**src/sv/bmc_pkg.sv**
```systemverilog
package bmc_pkg;

    // field widths
    localparam int TS_W    = 8;
    localparam int LIMIT_W = 8;
    localparam int GROUP_W = 6;
    localparam int SHIFT_W = 32;
    localparam int CODE_W  = 2;
    localparam int INDEX_W = 2;
    localparam int DATA_W  = 8;
    localparam int EDGE_W  = 10;

    // edge budget per packet
    localparam int MAX_EDGES = 858;
    localparam logic [EDGE_W-1:0] EDGE_LIMIT = EDGE_W'(MAX_EDGES - 2);

    // register indexes
    localparam logic [INDEX_W-1:0] REG_SHORT_LIMIT  = 2'd0;
    localparam logic [INDEX_W-1:0] REG_MAX_INTERVAL = 2'd1;
    localparam logic [INDEX_W-1:0] REG_GROUP_BITS   = 2'd2;

    // register reset values
    localparam logic [LIMIT_W-1:0] RST_SHORT_LIMIT  = 8'd6;
    localparam logic [LIMIT_W-1:0] RST_MAX_INTERVAL = 8'd12;
    localparam logic [GROUP_W-1:0] RST_GROUP_BITS   = 6'd5;

    // input actions
    localparam logic ACT_START = 1'b0;
    localparam logic ACT_EDGE  = 1'b1;

    // result kinds
    localparam logic KIND_GROUP = 1'b0;
    localparam logic KIND_ERROR = 1'b1;

    // error codes
    localparam logic [CODE_W-1:0] ERR_ZERO       = 2'd0;
    localparam logic [CODE_W-1:0] ERR_TOO_LONG   = 2'd1;
    localparam logic [CODE_W-1:0] ERR_SECOND_HALF = 2'd2;
    localparam logic [CODE_W-1:0] ERR_BUDGET     = 2'd3;

    typedef struct packed {
        logic [LIMIT_W-1:0] short_limit;
        logic [LIMIT_W-1:0] max_interval;
        logic [GROUP_W-1:0] group_bits;
    } cfg_t;

endpackage

```
**src/sv/bmc_if.sv**
```systemverilog
// edge timestamp channel
interface bmc_in_if;
    logic                      valid;
    logic                      ready;
    logic                      action;
    logic [bmc_pkg::TS_W-1:0]  timestamp;

    modport source (output valid, output action, output timestamp, input ready);
    modport sink   (input valid, input action, input timestamp, output ready);
endinterface

// decoded result channel
interface bmc_out_if;
    logic                         valid;
    logic                         ready;
    logic                         kind;
    logic [bmc_pkg::SHIFT_W-1:0]  group_value;
    logic [bmc_pkg::CODE_W-1:0]   error_code;

    modport source (output valid, output kind, output group_value, output error_code,
                    input ready);
    modport sink   (input valid, input kind, input group_value, input error_code,
                    output ready);
endinterface

// configuration write channel
interface bmc_cfg_if;
    logic                         valid;
    logic                         ready;
    logic [bmc_pkg::INDEX_W-1:0]  index;
    logic [bmc_pkg::DATA_W-1:0]   data;

    modport source (output valid, output index, output data, input ready);
    modport sink   (input valid, input index, input data, output ready);
endinterface

```
**src/sv/bmc_cfg_regs.sv**
```systemverilog
module bmc_cfg_regs
(
    input  logic          clk,
    input  logic          rst_n,
    bmc_cfg_if.sink       cfg,
    output bmc_pkg::cfg_t settings
);
    import bmc_pkg::*;

    logic [LIMIT_W-1:0] short_limit_reg;
    logic [LIMIT_W-1:0] max_interval_reg;
    logic [GROUP_W-1:0] group_bits_reg;

    // writes are always taken
    assign cfg.ready = 1'b1;

    // register file
    always_ff @(posedge clk or negedge rst_n)
    begin
        if (!rst_n)
        begin
            short_limit_reg  <= RST_SHORT_LIMIT;
            max_interval_reg <= RST_MAX_INTERVAL;
            group_bits_reg   <= RST_GROUP_BITS;
        end
        else if (cfg.valid)
        begin
            unique case (cfg.index)
                REG_SHORT_LIMIT:  short_limit_reg  <= cfg.data;
                REG_MAX_INTERVAL: max_interval_reg <= cfg.data;
                REG_GROUP_BITS:   group_bits_reg   <= cfg.data[GROUP_W-1:0];
                default:
                begin
                end
            endcase
        end
    end

    assign settings.short_limit  = short_limit_reg;
    assign settings.max_interval = max_interval_reg;
    assign settings.group_bits   = group_bits_reg;

endmodule

```
**src/sv/bmc_edge_time_decoder.sv**
```systemverilog
// Biphase mark decoder on 8-bit wrapping edge capture times.
// edges: valid/ready channel; action start loads the reference time and
//   clears the decoder, action edge supplies the next line edge time.
// results: valid/ready channel; kind group carries group_value with the
//   first received bit in bit 0, kind error carries error_code.
// cfg: valid/ready write channel (always ready), index 0 short_limit,
//   1 max_interval, 2 group_bits; write only while no transaction is open.
// Each edge transaction is decoded in the cycle it is accepted; any result is
//   registered and appears on results in the next cycle. One transaction can
//   be accepted every cycle while the single result register is free or draining.
// When results stalls with a result held, edges.ready follows results.ready
//   so the held result is never overwritten.
// After reset the decoder is halted and ignores edges until a start;
//   registers return to short_limit 6, max_interval 12, group_bits 5.
// After an error the decoder halts again until the next start.
module bmc_edge_time_decoder
(
    input  logic     clk,
    input  logic     rst_n,
    bmc_in_if.sink   edges,
    bmc_out_if.source results,
    bmc_cfg_if.sink  cfg
);
    import bmc_pkg::*;

    cfg_t settings;

    // decoder state
    logic [TS_W-1:0]    prev_time_reg,    prev_time_next;
    logic               half_pending_reg, half_pending_next;
    logic [SHIFT_W-1:0] bit_shift_reg,    bit_shift_next;
    logic [GROUP_W-1:0] bits_held_reg,    bits_held_next;
    logic [EDGE_W-1:0]  edges_seen_reg,   edges_seen_next;
    logic               halted_reg,       halted_next;

    // result register
    logic               out_valid_reg;
    logic               out_kind_reg,     out_kind_next;
    logic [SHIFT_W-1:0] out_value_reg,    out_value_next;
    logic [CODE_W-1:0]  out_code_reg,     out_code_next;
    logic               emit;

    logic               accept;
    logic [TS_W-1:0]    gap;
    logic               new_bit;
    logic               have_bit;
    logic [GROUP_W-1:0] group_size;
    logic [GROUP_W-1:0] held_inc;
    logic [SHIFT_W-1:0] shift_inc;
    logic [GROUP_W-1:0] lead_shift;
    logic [GROUP_W-1:0] tail_shift;
    logic [SHIFT_W-1:0] aligned;

    bmc_cfg_regs u_cfg_regs
    (
        .clk      (clk),
        .rst_n    (rst_n),
        .cfg      (cfg),
        .settings (settings)
    );

    // take a transaction whenever the result slot is free or draining
    assign edges.ready = !out_valid_reg || results.ready;
    assign accept      = edges.valid && edges.ready;

    assign gap = edges.timestamp - prev_time_reg;

    // group size clamped to 1..32
    always_comb
    begin
        priority if (settings.group_bits == '0)
            group_size = GROUP_W'(1);
        else if (settings.group_bits > GROUP_W'(SHIFT_W))
            group_size = GROUP_W'(SHIFT_W);
        else
            group_size = settings.group_bits;
    end

    // decode one transaction
    always_comb
    begin
        prev_time_next    = prev_time_reg;
        half_pending_next = half_pending_reg;
        bit_shift_next    = bit_shift_reg;
        bits_held_next    = bits_held_reg;
        edges_seen_next   = edges_seen_reg;
        halted_next       = halted_reg;
        emit              = 1'b0;
        out_kind_next     = KIND_GROUP;
        out_value_next    = '0;
        out_code_next     = ERR_ZERO;
        have_bit          = 1'b0;
        new_bit           = 1'b0;
        held_inc          = bits_held_reg + GROUP_W'(1);
        shift_inc         = bit_shift_reg;
        lead_shift        = '0;
        tail_shift        = '0;
        aligned           = '0;

        if (accept)
        begin
            // an edge while halted falls through with no effect
            if (edges.action == ACT_START)
            begin
                prev_time_next    = edges.timestamp;
                half_pending_next = 1'b0;
                bit_shift_next    = '0;
                bits_held_next    = '0;
                edges_seen_next   = '0;
                halted_next       = 1'b0;
            end
            else if (!halted_reg)
            begin
                prev_time_next = edges.timestamp;
                if (!half_pending_reg)
                begin
                    // first half or full long period
                    priority if (edges_seen_reg >= EDGE_LIMIT)
                    begin
                        emit          = 1'b1;
                        out_code_next = ERR_BUDGET;
                    end
                    else if (gap == '0)
                    begin
                        emit          = 1'b1;
                        out_code_next = ERR_ZERO;
                    end
                    else if (gap > settings.max_interval)
                    begin
                        emit          = 1'b1;
                        out_code_next = ERR_TOO_LONG;
                    end
                    else
                    begin
                        edges_seen_next = edges_seen_reg + EDGE_W'(1);
                        if (gap <= settings.short_limit)
                            half_pending_next = 1'b1;
                        else
                            have_bit = 1'b1;
                    end
                end
                else
                begin
                    // second half of a one bit
                    priority if (gap == '0)
                    begin
                        emit          = 1'b1;
                        out_code_next = ERR_ZERO;
                    end
                    else if (gap > settings.short_limit)
                    begin
                        emit          = 1'b1;
                        out_code_next = ERR_SECOND_HALF;
                    end
                    else
                    begin
                        edges_seen_next   = edges_seen_reg + EDGE_W'(1);
                        half_pending_next = 1'b0;
                        have_bit          = 1'b1;
                        new_bit           = 1'b1;
                    end
                end

                if (emit)
                begin
                    halted_next   = 1'b1;
                    out_kind_next = KIND_ERROR;
                end

                // shift in the new bit, emit a group when enough are held
                if (have_bit)
                begin
                    shift_inc      = {new_bit, bit_shift_reg[SHIFT_W-1:1]};
                    bit_shift_next = shift_inc;
                    bits_held_next = held_inc;
                    if (held_inc >= group_size)
                    begin
                        lead_shift     = held_inc - group_size;
                        tail_shift     = GROUP_W'(SHIFT_W) - group_size;
                        aligned        = shift_inc << lead_shift;
                        out_value_next = aligned >> tail_shift;
                        bits_held_next = lead_shift;
                        emit           = 1'b1;
                    end
                end
            end
        end
    end

    // decoder state registers
    always_ff @(posedge clk or negedge rst_n)
    begin
        if (!rst_n)
        begin
            prev_time_reg    <= '0;
            half_pending_reg <= 1'b0;
            bit_shift_reg    <= '0;
            bits_held_reg    <= '0;
            edges_seen_reg   <= '0;
            halted_reg       <= 1'b1;
        end
        else
        begin
            prev_time_reg    <= prev_time_next;
            half_pending_reg <= half_pending_next;
            bit_shift_reg    <= bit_shift_next;
            bits_held_reg    <= bits_held_next;
            edges_seen_reg   <= edges_seen_next;
            halted_reg       <= halted_next;
        end
    end

    // result valid
    always_ff @(posedge clk or negedge rst_n)
    begin
        if (!rst_n)
            out_valid_reg <= 1'b0;
        else if (emit)
            out_valid_reg <= 1'b1;
        else if (results.ready)
            out_valid_reg <= 1'b0;
    end

    // result payload
    always_ff @(posedge clk)
    begin
        if (emit)
        begin
            out_kind_reg  <= out_kind_next;
            out_value_reg <= out_value_next;
            out_code_reg  <= out_code_next;
        end
    end

    assign results.valid       = out_valid_reg;
    assign results.kind        = out_kind_reg;
    assign results.group_value = out_value_reg;
    assign results.error_code  = out_code_reg;

endmodule
```
**src/flat_wrapper.sv**
```systemverilog
// flat-port wrapper written by rule: the top's interface ports become plain ports
module bmc_edge_time_decoder_flat import bmc_pkg::*;
  (clk, rst_n, edges_valid, edges_action, edges_timestamp, edges_ready, results_valid, results_kind, results_group_value, results_error_code, results_ready, cfg_valid, cfg_index, cfg_data, cfg_ready);
  bmc_in_if edges_i ();
  bmc_out_if results_i ();
  bmc_cfg_if cfg_i ();
  input  logic clk;
  input  logic rst_n;
  input wire logic [$bits(edges_i.valid)-1:0] edges_valid;
  input wire logic [$bits(edges_i.action)-1:0] edges_action;
  input wire logic [$bits(edges_i.timestamp)-1:0] edges_timestamp;
  output wire logic [$bits(edges_i.ready)-1:0] edges_ready;
  output wire logic [$bits(results_i.valid)-1:0] results_valid;
  output wire logic [$bits(results_i.kind)-1:0] results_kind;
  output wire logic [$bits(results_i.group_value)-1:0] results_group_value;
  output wire logic [$bits(results_i.error_code)-1:0] results_error_code;
  input wire logic [$bits(results_i.ready)-1:0] results_ready;
  input wire logic [$bits(cfg_i.valid)-1:0] cfg_valid;
  input wire logic [$bits(cfg_i.index)-1:0] cfg_index;
  input wire logic [$bits(cfg_i.data)-1:0] cfg_data;
  output wire logic [$bits(cfg_i.ready)-1:0] cfg_ready;
  assign edges_i.valid = edges_valid;
  assign edges_i.action = edges_action;
  assign edges_i.timestamp = edges_timestamp;
  assign edges_ready = edges_i.ready;
  assign results_valid = results_i.valid;
  assign results_kind = results_i.kind;
  assign results_group_value = results_i.group_value;
  assign results_error_code = results_i.error_code;
  assign results_i.ready = results_ready;
  assign cfg_i.valid = cfg_valid;
  assign cfg_i.index = cfg_index;
  assign cfg_i.data = cfg_data;
  assign cfg_ready = cfg_i.ready;
  bmc_edge_time_decoder u_core (.clk(clk), .rst_n(rst_n), .edges(edges_i), .results(results_i), .cfg(cfg_i));
endmodule
```
**config.mk**
```make
export PLATFORM = sky130hd
export DESIGN_NAME = bmc_edge_time_decoder_flat
export DESIGN_NICKNAME = d
export VERILOG_FILES = /design/src/sv/bmc_pkg.sv /design/src/sv/bmc_if.sv /design/src/sv/bmc_cfg_regs.sv /design/src/sv/bmc_edge_time_decoder.sv /design/src/flat_wrapper.sv
export SDC_FILE = /design/constraint.sdc
export NUM_CORES = 1
export LEC_CHECK = 0
export BUFFER_PORTS_ARGS = -buffer_cell sky130_fd_sc_hd__buf_4
export CAP_MARGIN = 25
export CORE_UTILIZATION = 62
export DETAILED_ROUTE_END_ITERATION = 10
export GPL_TIMING_DRIVEN = 0
export MAX_ROUTING_LAYER = met4
export PLACE_DENSITY_LB_ADDON = 0.05
export SLEW_MARGIN = 25
export SYNTH_ARGS = -nofsm -noshare
export SYNTH_HDL_FRONTEND = slang
export SYNTH_HIERARCHICAL = 1
export SYNTH_SLANG_ARGS = --single-unit
```
**constraint.sdc**
```tcl
create_clock -name clk -period 6.3 [get_ports clk]
set_input_delay 0.315 -clock clk [delete_from_list [all_inputs] [get_ports clk]]
set_output_delay 0.315 -clock clk [all_outputs]
set_load 0.03 [all_outputs]
```
==> results.yml, run 1 <==
power_and_ir_drop:
  power.density_nw_per_um2: 523
  p_switching_mw: 2.86
  swShare_pct: 51.1
  design_power_total_mw: 5.60
  internal_power_mw: 2.74
  clockPowerShare_pct: 16.9
  peakVddDrop_uv: 319
  leakage_nw: 4.31
  power_frac_seq_pct: 17.8
  combinationalPowerShare_pct: 65.4
finish:
  drive_gt1_share_pct: 20.5
  largest_reg_flops: 32
  nets: 1144
  syn_to_final_growth_pct: 13.6
  n_antenna_cell: 0
worst_setup_path:
  required_ns: 6.47
  arrival_ns: 6.09
  start_kind: "flop"
  cp-end-kind: "flop"
  r2r_cells: 17
  slowest_delay_ns: 0.59
  path_max_fanout: 10
  path_class: "flop to flop"
  crit_chain: "nor4_1, nor2_1, nor2_1, clkbuf_1, ha_1, fa_1, buf_2, buf_2, mux4_2, and3_1, a2111oi_0, a221oi_1, mux2_2, a222oi_1, o31a_1, nor3_1, o22a_1"
  r2r-start: "u_core/u_cfg_regs/group_bits_reg[1]$_DFFE_PN0P_"
  r2r-end: "u_core/results.group_value[0]$_SDFFCE_PP0P_"
  reg2reg_slack_ns: 0.38
  cp_slowest_cell: "nor2_1"
global_routing:
  grt_use_total_pct: 39.0
  grt_pass1_vias: 8697
  antenna_found_initial: 0
  overflow: 0
  grt_pass1_wl_mm: 46.1
  grt_max_degree: 81
drt:
  postRouteAntennaNets: 0
  drt-initial-drc-count: 1146
  vias_per_cell: 7.02
  drc: 0
  totalWireLength_mm: 28.8
  vias: 9011
  dr.pass1.iters: 10
  wl_per_cell_um: 22.4
floorplanning:
  pin_count: 62
  core_area_sq_um: 14700
  die_h_um: 125
  start_util_pct: 64.1
  die_w_um: 125
  row_count: 44
  die_area_sq_um: 15700
timing:
  fin_crit_sh_pct: 94.0
  max-slew-margin-rel_pct: 40.4
  fin_worst_skew_ns: 0.0145
  whs_ns: 0.105
  fmax_mhz: 169
  period_minus_slack_ns: 5.92
  setup_violations: 0
  maxSlewViolCount: 0
  finalHoldViolCount: 0
  rsz0062_at_grt: "no"
  final.setup.tns_ns: 0
  worst_pin_slew_ns: 0.895
placed_design:
  hpwl_mm: 21.1
  place.gp.congestion: 1.07
  io_buffers: 60
logic_synthesis:
  ys_warn_count: 6
  synth_area_per_cell_sq_um: 9.36
  synthArstFlopShare_pct: 69.6
  synth.area.top_cells: "dfrtp_1 19%, edfxtp_1 11%, mux4_2 7.6%"
  synth_top_area_share_pct: 19.4
  synth.most_common_cell: "nand2_1"
  synth_cell_type_count: 93
  synthCells: 1007
  synth_area_sq_um: 9420
  ys_ff_latch: 115
  synth.top_cells.by_count: "129 x nand2_1, 73 x dfrtp_1, 72 x nor2_1"
  yosysSeqAreaShare_pct: 32.5
  ys.flop_type: "dfrtp_1"
  yosys.area.top_type: "dfrtp_1"
  synth_nets: 1064
  synth_edf_count: 35
clock_tree:
  root_buffer: "clkbuf_16"
  cts_buffer_depth: 2
  cts_tree: "built"
  cts-htree-levels: 4
  clk_latency_ns: 0.42
  cts.clk_slew.worst_paths_ns: 0.06
  numCtsBuffers: 17
  clock_sinks: 115
  post_cts_resized: 0
run:
  drv_cap: 0
run_status:
  status: "finished clean"
hold_path:
  hold_depth: 3
  min_to: "u_core/prev_time_reg[2]$_DFFE_PN0P_"
  min_path_type: "input port to flop"
  hold_start: "edges_timestamp[2]"
through the flow:
step	std cells	area (sq um)	worst slack, ns	util, %
floorplan	1007	9420	1.68	-
global placement	1251	10100	0.569	68.7
detailed placement	1251	10100	0.619	68.7
CTS	1283	10700	0.574	72.7
global route	1284	10700	0.192	72.8
finish	1284	10700	0.375	72.8
area by class of cell:
cell class / count / area [sq um]
Timing Repair Buffer: 61 / 464
Multi-Input combinational cell: 790 / 5910
Fill cell: 1080 / 4000
Inverter: 39 / 146
Buffer: 63 / 300
Tap cell: 184 / 230
Sequential cell: 115 / 3060
Clock inverter: 13 / 121
Clock buffer: 19 / 464
kinds of logic (layout without fill, tap and decap cells):
kind of cell               Yosys count  count (layout)  share of synthesized area (%)
muxes                              109             109                           16.4
and+or+nand+nor                    344             344                           17.5
AOI/OAI and AO/OA                  280             280                           22.0
adders and majority gates           33              33                           4.54
other                                1               1                         0.0398
DFF                                115             115                           32.5
buffers and inverters              102             195                           4.74
xor gates and xnor gates            23              23                           2.30
placed cells by master, fill, tap and decap left out, types with 18 or more instances in the layout:
| cell type | Yosys | final |
|---|---|---|
| nor3_1 | 34 | 34 |
| nand3_1 | 26 | 26 |
| inv_1 | 39 | 39 |
| nand2_1 | 129 | 129 |
| clkbuf_1 | 39 | 39 |
| mux2_2 | 46 | 46 |
| edfxtp_1 | 35 | 35 |
| mux4_2 | 32 | 32 |
| ha_1 | 31 | 31 |
| a22o_1 | 34 | 34 |
| a21oi_1 | 36 | 36 |
| dfrtp_1 | 73 | 73 |
| clkbuf_16 | 0 | 18 |
| buf_4 | 4 | 63 |
| mux2i_1 | 31 | 31 |
| nor2_1 | 72 | 72 |
| o21ai_0 | 52 | 52 |
power groups by stage:
| stage | Sequential (mW) | Combinational [mW] | Clock, mW |
|---|---|---|---|
| global route | 1.01 | 3.89 | 0.986 |
| floorplan | 1.11 | 2.46 | 0 |
| finish | 0.994 | 3.66 | 0.944 |
| global placement | 0.999 | 3.47 | 0 |
| CTS | 0.995 | 3.54 | 0.953 |
| detailed placement | 1.01 | 3.51 | 0 |
worst max path at each step:
stage,startpoint,end,slack [ns],cells past startpoint
2_1_floorplan,u_core/u_cfg_regs/group_bits_reg[1]$_DFFE_PN0P_,u_core/results.group_value[6]$_SDFFCE_PP0P_,1.68,17
4_1_cts,u_core/u_cfg_regs/group_bits_reg[1]$_DFFE_PN0P_,u_core/results.group_value[0]$_SDFFCE_PP0P_,0.57,17
3_3_place_gp,u_core/u_cfg_regs/group_bits_reg[1]$_DFFE_PN0P_,u_core/results.group_value[0]$_SDFFCE_PP0P_,0.57,17
6_report,u_core/u_cfg_regs/group_bits_reg[1]$_DFFE_PN0P_,u_core/results.group_value[0]$_SDFFCE_PP0P_,0.38,17
3_5_place_dp,u_core/u_cfg_regs/group_bits_reg[1]$_DFFE_PN0P_,u_core/results.group_value[0]$_SDFFCE_PP0P_,0.62,17
5_1_grt,u_core/u_cfg_regs/group_bits_reg[1]$_DFFE_PN0P_,u_core/results.group_value[0]$_SDFFCE_PP0P_,0.19,17
critical path: cells and delay by family, from the launching register on:
kind	cells	cell delay, ns
AOI/OAI and AO/OA	5	1.66
adders and majority gates	2	0.72
DFF	1	0.41
muxes	2	0.76
buffers and inverters	3	0.89
and+or+nand+nor	5	1.24
metal layers:
metal | wire length (um) | part of all wire (%) | track usage, % | vias to the layer above
li1 | - | - | - | 3993
met4 | 847 | 2.9 | 13.4 | 0
met3 | 2860 | 9.9 | 8.39 | 86
met1 | 11600 | 40 | 50.4 | 4342
met5 | 0 | 0 | - | -
met2 | 13600 | 47 | 61.0 | 590
timing repair:
item                      in CTS  in global routing
hold buffers                   0                  1
buffers inserted               0                  0
hold endpoints to repair       0                 18
(Power assumes the default switching activity.)
==> run 2: changes to the inputs <==
--- a/config.mk
+++ b/config.mk
@@ -7,7 +7,9 @@
 export LEC_CHECK = 0
 export BUFFER_PORTS_ARGS = -buffer_cell sky130_fd_sc_hd__buf_4
 export CAP_MARGIN = 25
-export CORE_UTILIZATION = 62
+export CELL_PAD_IN_SITES_DETAIL_PLACEMENT = 2
+export CELL_PAD_IN_SITES_GLOBAL_PLACEMENT = 2
+export CORE_UTILIZATION = 40
 export DETAILED_ROUTE_END_ITERATION = 10
 export GPL_TIMING_DRIVEN = 0
 export MAX_ROUTING_LAYER = met4
==> results.yml, run 2 (synthesized netlist as in run 1, its figures left out) <==
run_status:
  status: "finished clean"
timing:
  rsz0062_at_grt: "no"
  finalHoldViolCount: 0
  fmax_mhz: 164
  maxSlewViolCount: 0
  setup_violations: 0
  max-slew-margin-rel_pct: 29.6
  setup_ws_ns: 0.216
  final.setup.tns_ns: 0
  worst_pin_slew_ns: 1.05
  fin_worst_skew_ns: 0.0139
  fin_crit_sh_pct: 96.6
  whs_ns: 0.0905
  period_minus_slack_ns: 6.08
clock_tree:
  clock_sinks: 115
  root_buffer: "clkbuf_16"
  cts_buffer_depth: 2
  cts_tree: "built"
  cts-htree-levels: 4
  post-cts-setup-buffers: 0
  numCtsBuffers: 17
  cts.clk_slew.worst_paths_ns: 0.07
  clk_latency_ns: 0.44
global_routing:
  grt_max_degree: 81
  antenna_found_initial: 0
  grt_use_total_pct: 33.1
  grt_pass1_vias: 9917
  grt_pass1_wl_mm: 58.7
  overflow: 0
finish:
  seq_area_sq_um: 3060
  n_antenna_cell: 0
  final_common_cell: "nand2_1"
  finish.instance_area_sq_um: 10900
  syn_to_final_growth_pct: 15.5
  nets: 1144
  drive_gt1_share_pct: 20.7
  largest_reg_flops: 32
  multi_input_area_sq_um: 5930
  final_cell_mix: "129 x nand2_1, 73 x dfrtp_1, 71 x nor2_1"
  nFillCells: 2461
  fin_util_pct: 47.7
power_and_ir_drop:
  clockPowerShare_pct: 17.1
  power_frac_seq_pct: 17.0
  swShare_pct: 53.5
  internal_power_mw: 2.75
  peakVddDrop_uv: 190
  combinationalPowerShare_pct: 65.9
  power.density_nw_per_um2: 543
  leakage_nw: 4.32
  p_switching_mw: 3.17
hold_path:
  hold_depth: 3
  min_path_type: "input port to flop"
worst_setup_path:
  cp-end-kind: "flop"
  start_kind: "flop"
  path_delay_family: "simple AND/OR/NAND/NOR gates"
  required_ns: 6.46
  slowest_delay_ns: 0.54
  cp.depth: 18
  cp_slowest_cell: "buf_1"
  r2r_cells: 18
  arrival_ns: 6.24
  crit_chain: "nor4_1, nor2_1, nor2_2, clkbuf_1, ha_1, fa_1, buf_2, buf_1, mux4_2, nand2_1, a22oi_1, nor2_1, o21ai_0, mux2i_1, nor2_1, a21o_1, a221oi_1, o22ai_1"
  path_max_fanout: 10
  path_class: "flop to flop"
  worst_path_most_repeated_cell: "nor2_1"
  path_buf_inv: 3
placed_design:
  io_buffers: 60
  place.gp.congestion: 0.992
  hpwl_mm: 27.1
  post_dp_cell_area_sq_um: 10300
  dpl_worst_slack_ns: 0.0831
floorplanning:
  pin_count: 62
  die_w_um: 155
  die_area_sq_um: 24200
  row_count: 55
  core_area_sq_um: 22800
  die_h_um: 155
  start_util_pct: 41.2
drt:
  postRouteAntennaNets: 0
  totalWireLength_mm: 37.4
  drt-initial-drc-count: 661
  vias_per_cell: 6.49
  drc: 0
  vias: 9171
  dr.pass1.iters: 5
  wl_per_cell_um: 26.5
run:
  drv_cap: 0
[run 2: cell types whose count changed in the layout (fill, tap and decap cells not counted)]
cell,delta
inv_8,+3
inv_4,-2
a211oi_1,-1
a211oi_2,+1
clkbuf_8,-1
clkinv_4,+1
clkinvlp_4,-1
nor2_1,-1
nor2_2,+1
xor2_1,-1
xor2_2,+1
[run 2: routing by layer]
layer	track usage, %	wire [um]	share of wire [%]
met1	39.8	15300	41
met2	55.7	18900	51
met3	6.02	2170	5.8
met4	11.8	979	2.6
met5	-	0	0
[run 2: final timing paths]
| path | startpoint | end | slack, ns |
|---|---|---|---|
| max | u_core/u_cfg_regs/group_bits_reg[1]$_DFFE_PN0P_ | u_core/results.group_value[1]$_SDFFCE_PP0P_ | 0.22 |
| min | edges_timestamp[5] | u_core/prev_time_reg[5]$_DFFE_PN0P_ | 0.09 |
| max reg2reg | u_core/u_cfg_regs/group_bits_reg[1]$_DFFE_PN0P_ | u_core/results.group_value[1]$_SDFFCE_PP0P_ | 0.22 |
| min reg2reg | u_core/halted_reg$_DFFE_PN1P_ | u_core/halted_reg$_DFFE_PN1P_ | 0.49 |
| max in group asynchronous | rst_n | u_core/u_cfg_regs/max_interval_reg[4]$_DFFE_PN0P_ | 5.29 |
| min in group asynchronous | rst_n | u_core/edges_seen_reg[3]$_DFFE_PN0P_ | 0.49 |
[run 2: worst reg2reg max path: cells and delay by family, from the launching register on]
kind | cells | cell delay, ns
compound gates | 5 | 1.22
fa+ha+maj | 2 | 0.56
buf+inv | 3 | 1.34
flops | 1 | 0.43
mux | 2 | 0.85
simple gates | 6 | 1.41
[run 2: power groups by stage]
stage	clock network [mW]	registers (mW)	logic, mW
after floorplan	0	1.11	2.46
after global placement	0	1.00	3.62
after detailed placement	0	1.01	3.72
after CTS	1.03	1.01	3.81
after global routing	1.06	1.02	4.12
final	1.01	1.01	3.90
[run 2: layout make-up]
| cell class | count | share of cell area, % |
|---|---|---|
| Clock buffer | 18 | 4.14 |
| Sequential cell | 115 | 28.1 |
| Inverter | 39 | 1.34 |
| Multi-Input combinational cell | 790 | 54.5 |
| Buffer | 63 | 2.76 |
| Timing Repair Buffer | 61 | 4.26 |
| Tap cell | 313 | 3.60 |
| Clock inverter | 14 | 1.32 |
[run 2: stage by stage]
step / instances / total power [mW]
after floorplan: 1007 / 3.57
after global placement: 1380 / 4.62
after detailed placement: 1380 / 4.74
after CTS: 1412 / 5.85
after global routing: 1413 / 6.20
final: 1413 / 5.91
[run 2: what timing repair did]
action	4_1_cts	5_1_grt
cloned	0	0
hold endpoints to repair	0	11
gates resized for setup	1	2
endpoints found under the setup margin	1	15
hold buffers	0	1
==> run 3: changes to the inputs <==
--- a/config.mk
+++ b/config.mk
@@ -14,6 +14,7 @@
 export GPL_TIMING_DRIVEN = 0
 export MAX_ROUTING_LAYER = met4
 export PLACE_DENSITY_LB_ADDON = 0.05
+export REMOVE_ABC_BUFFERS = 1
 export SLEW_MARGIN = 25
 export SYNTH_ARGS = -nofsm -noshare
 export SYNTH_HDL_FRONTEND = slang
==> results.yml, run 3 (synthesized netlist as in run 1, its figures left out) <==
timing:
  setup_violations: 0
  max-slew-margin-rel_pct: 33.9
  worst_pin_slew_ns: 0.990
  fin_worst_skew_ns: 0.0144
  finalHoldViolCount: 0
  whs_ns: 0.106
  fmax_mhz: 167
  period_minus_slack_ns: 5.99
  fin_crit_sh_pct: 95.1
  maxSlewViolCount: 0
  rsz0062_at_grt: "no"
worst_setup_path:
  r2r_cells: 15
  arrival_ns: 6.15
  required_ns: 6.46
  r2r-start: "u_core/u_cfg_regs/group_bits_reg[1]$_DFFE_PN0P_"
  worst_path_most_repeated_cell: "mux4_2"
  path_buf_inv: 0
  slowest_delay_ns: 0.85
  cp_slowest_cell: "fa_4"
  crit_chain: "nor4_1, nor2_1, nor2_4, ha_2, fa_4, mux4_2, and2_1, and3_1, a211oi_1, a221oi_1, mux2_2, mux4_2, nand2_1, o31a_1, o22ai_1"
  cp-end-kind: "flop"
  start_kind: "flop"
  crit_start: "u_core/u_cfg_regs/group_bits_reg[1]$_DFFE_PN0P_"
  path_delay_family: "simple AND/OR/NAND/NOR gates"
  reg2reg_slack_ns: 0.31
  path_max_fanout: 38
  path_class: "flop to flop"
  r2r-end: "u_core/results.group_value[6]$_SDFFCE_PP0P_"
  cp.depth: 15
clock_tree:
  post-cts-setup-buffers: 0
  cts.clk_slew.worst_paths_ns: 0.07
  clock_sinks: 115
  root_buffer: "clkbuf_16"
  cts_buffer_depth: 2
  numCtsBuffers: 17
  clk_latency_ns: 0.42
  cts-htree-levels: 4
  cts_tree: "built"
finish:
  drive_gt1_share_pct: 21.9
  nets: 1092
  final_cell_mix: "129 x nand2_1, 73 x dfrtp_1, 70 x nor2_1"
  largest_reg_flops: 32
  finish.instance_area_sq_um: 10900
  final_common_cell: "nand2_1"
  syn_to_final_growth_pct: 15.6
  final_cells: 1361
  n_antenna_cell: 0
hold_path:
  hold_depth: 3
  hold_start: "edges_timestamp[4]"
  min_path_type: "input port to flop"
  min_to: "u_core/prev_time_reg[4]$_DFFE_PN0P_"
placed_design:
  place.gp.congestion: 0.852
  dp_cells: 1328
  post_dp_cell_area_sq_um: 10300
  hpwl_mm: 23.2
  io_buffers: 60
power_and_ir_drop:
  design_power_total_mw: 5.70
  power.density_nw_per_um2: 524
  leakage_nw: 4.31
  peakVddDrop_uv: 261
drt:
  postRouteAntennaNets: 0
  drc: 0
  dr.pass1.iters: 4
  wl_per_cell_um: 23.9
  vias_per_cell: 6.28
  vias: 8552
  totalWireLength_mm: 32.5
  drt-initial-drc-count: 450
floorplanning:
  row_count: 55
  die_h_um: 155
  die_w_um: 155
  pin_count: 62
  core_area_sq_um: 22800
  die_area_sq_um: 24200
  start_util_pct: 41.2
run_status:
  status: "finished clean"
global_routing:
  grt_pass1_wl_mm: 52.4
  antenna_found_initial: 0
  grt_use_total_pct: 28.9
  overflow: 0
  grt_pass1_vias: 9201
  grt_max_degree: 50
run:
  drv_cap: 0
## run 3: changes by cell type in the layout (fill, tap and decap cells not counted), moves of 3 or more
cell	before	now
inv_8	3	0
buf_2	11	0
clkinv_2	1	4
buf_16	0	5
clkbuf_1	39	2
buf_1	4	0
## run 3: final cells by class
cell class / count / area, sq um
inverter: 39 / 146
clock inverter: 11 / 98.8
tap: 313 / 392
timing repair buffer: 72 / 679
sequential: 115 / 3060
fill: 2468 / 12000
multi-input combinational: 790 / 6030
clock buffer: 21 / 483
## run 3: worst register-to-register path, delay by kind of cell, from the launching register on
family / cells / cell delay, ns
and+or+nand+nor: 6 / 1.44
muxes: 3 / 1.41
AOI/OAI and AO/OA: 4 / 1.30
adders and majority gates: 2 / 1.16
DFF: 1 / 0.43
## run 3: what timing repair did
action	in CTS	in global routing
endpoints found under the hold margin	31	0
hold buffers	1	0
resized for setup	0	2
endpoints found under the setup margin	0	8
## run 3: how the worst max path moves through the flow
stage / to / slack [ns]
2_1_floorplan: u_core/results.group_value[6]$_SDFFCE_PP0P_ / 0.99
3_3_place_gp: u_core/results.group_value[0]$_SDFFCE_PP0P_ / -1.12
3_5_place_dp: u_core/results.group_value[1]$_SDFFCE_PP0P_ / 0.30
4_1_cts: u_core/results.group_value[6]$_SDFFCE_PP0P_ / 0.18
5_1_grt: u_core/results.group_value[0]$_SDFFCE_PP0P_ / 0.18
6_report: u_core/results.group_value[6]$_SDFFCE_PP0P_ / 0.31
## run 3: metrics by stage
stage / setup slack (ns) / util, % / TNS, ns
CTS: 0.182 / 47.6 / 0
floorplan: 0.986 / - / 0
global route: 0.184 / 47.7 / 0
detailed placement: 0.296 / 45.0 / 0
finish: 0.311 / 47.7 / 0
global placement: -1.12 / 43.6 / -44.37
## run 3: power by group
group,switching [mW],internal (mW)
Clock,0.391,0.591
Sequential,0.0763,0.929
Combinational,2.44,1.27
## run 3: routing by layer
layer  up-vias  global-route usage [%]  routed length (um)
met1      4406                    35.1               14100
met5         -                       -                   0
li1       3879                       -                   -
met4         0                    9.52                 806
met3        62                    4.65                1110
met2       205                    49.0               16500
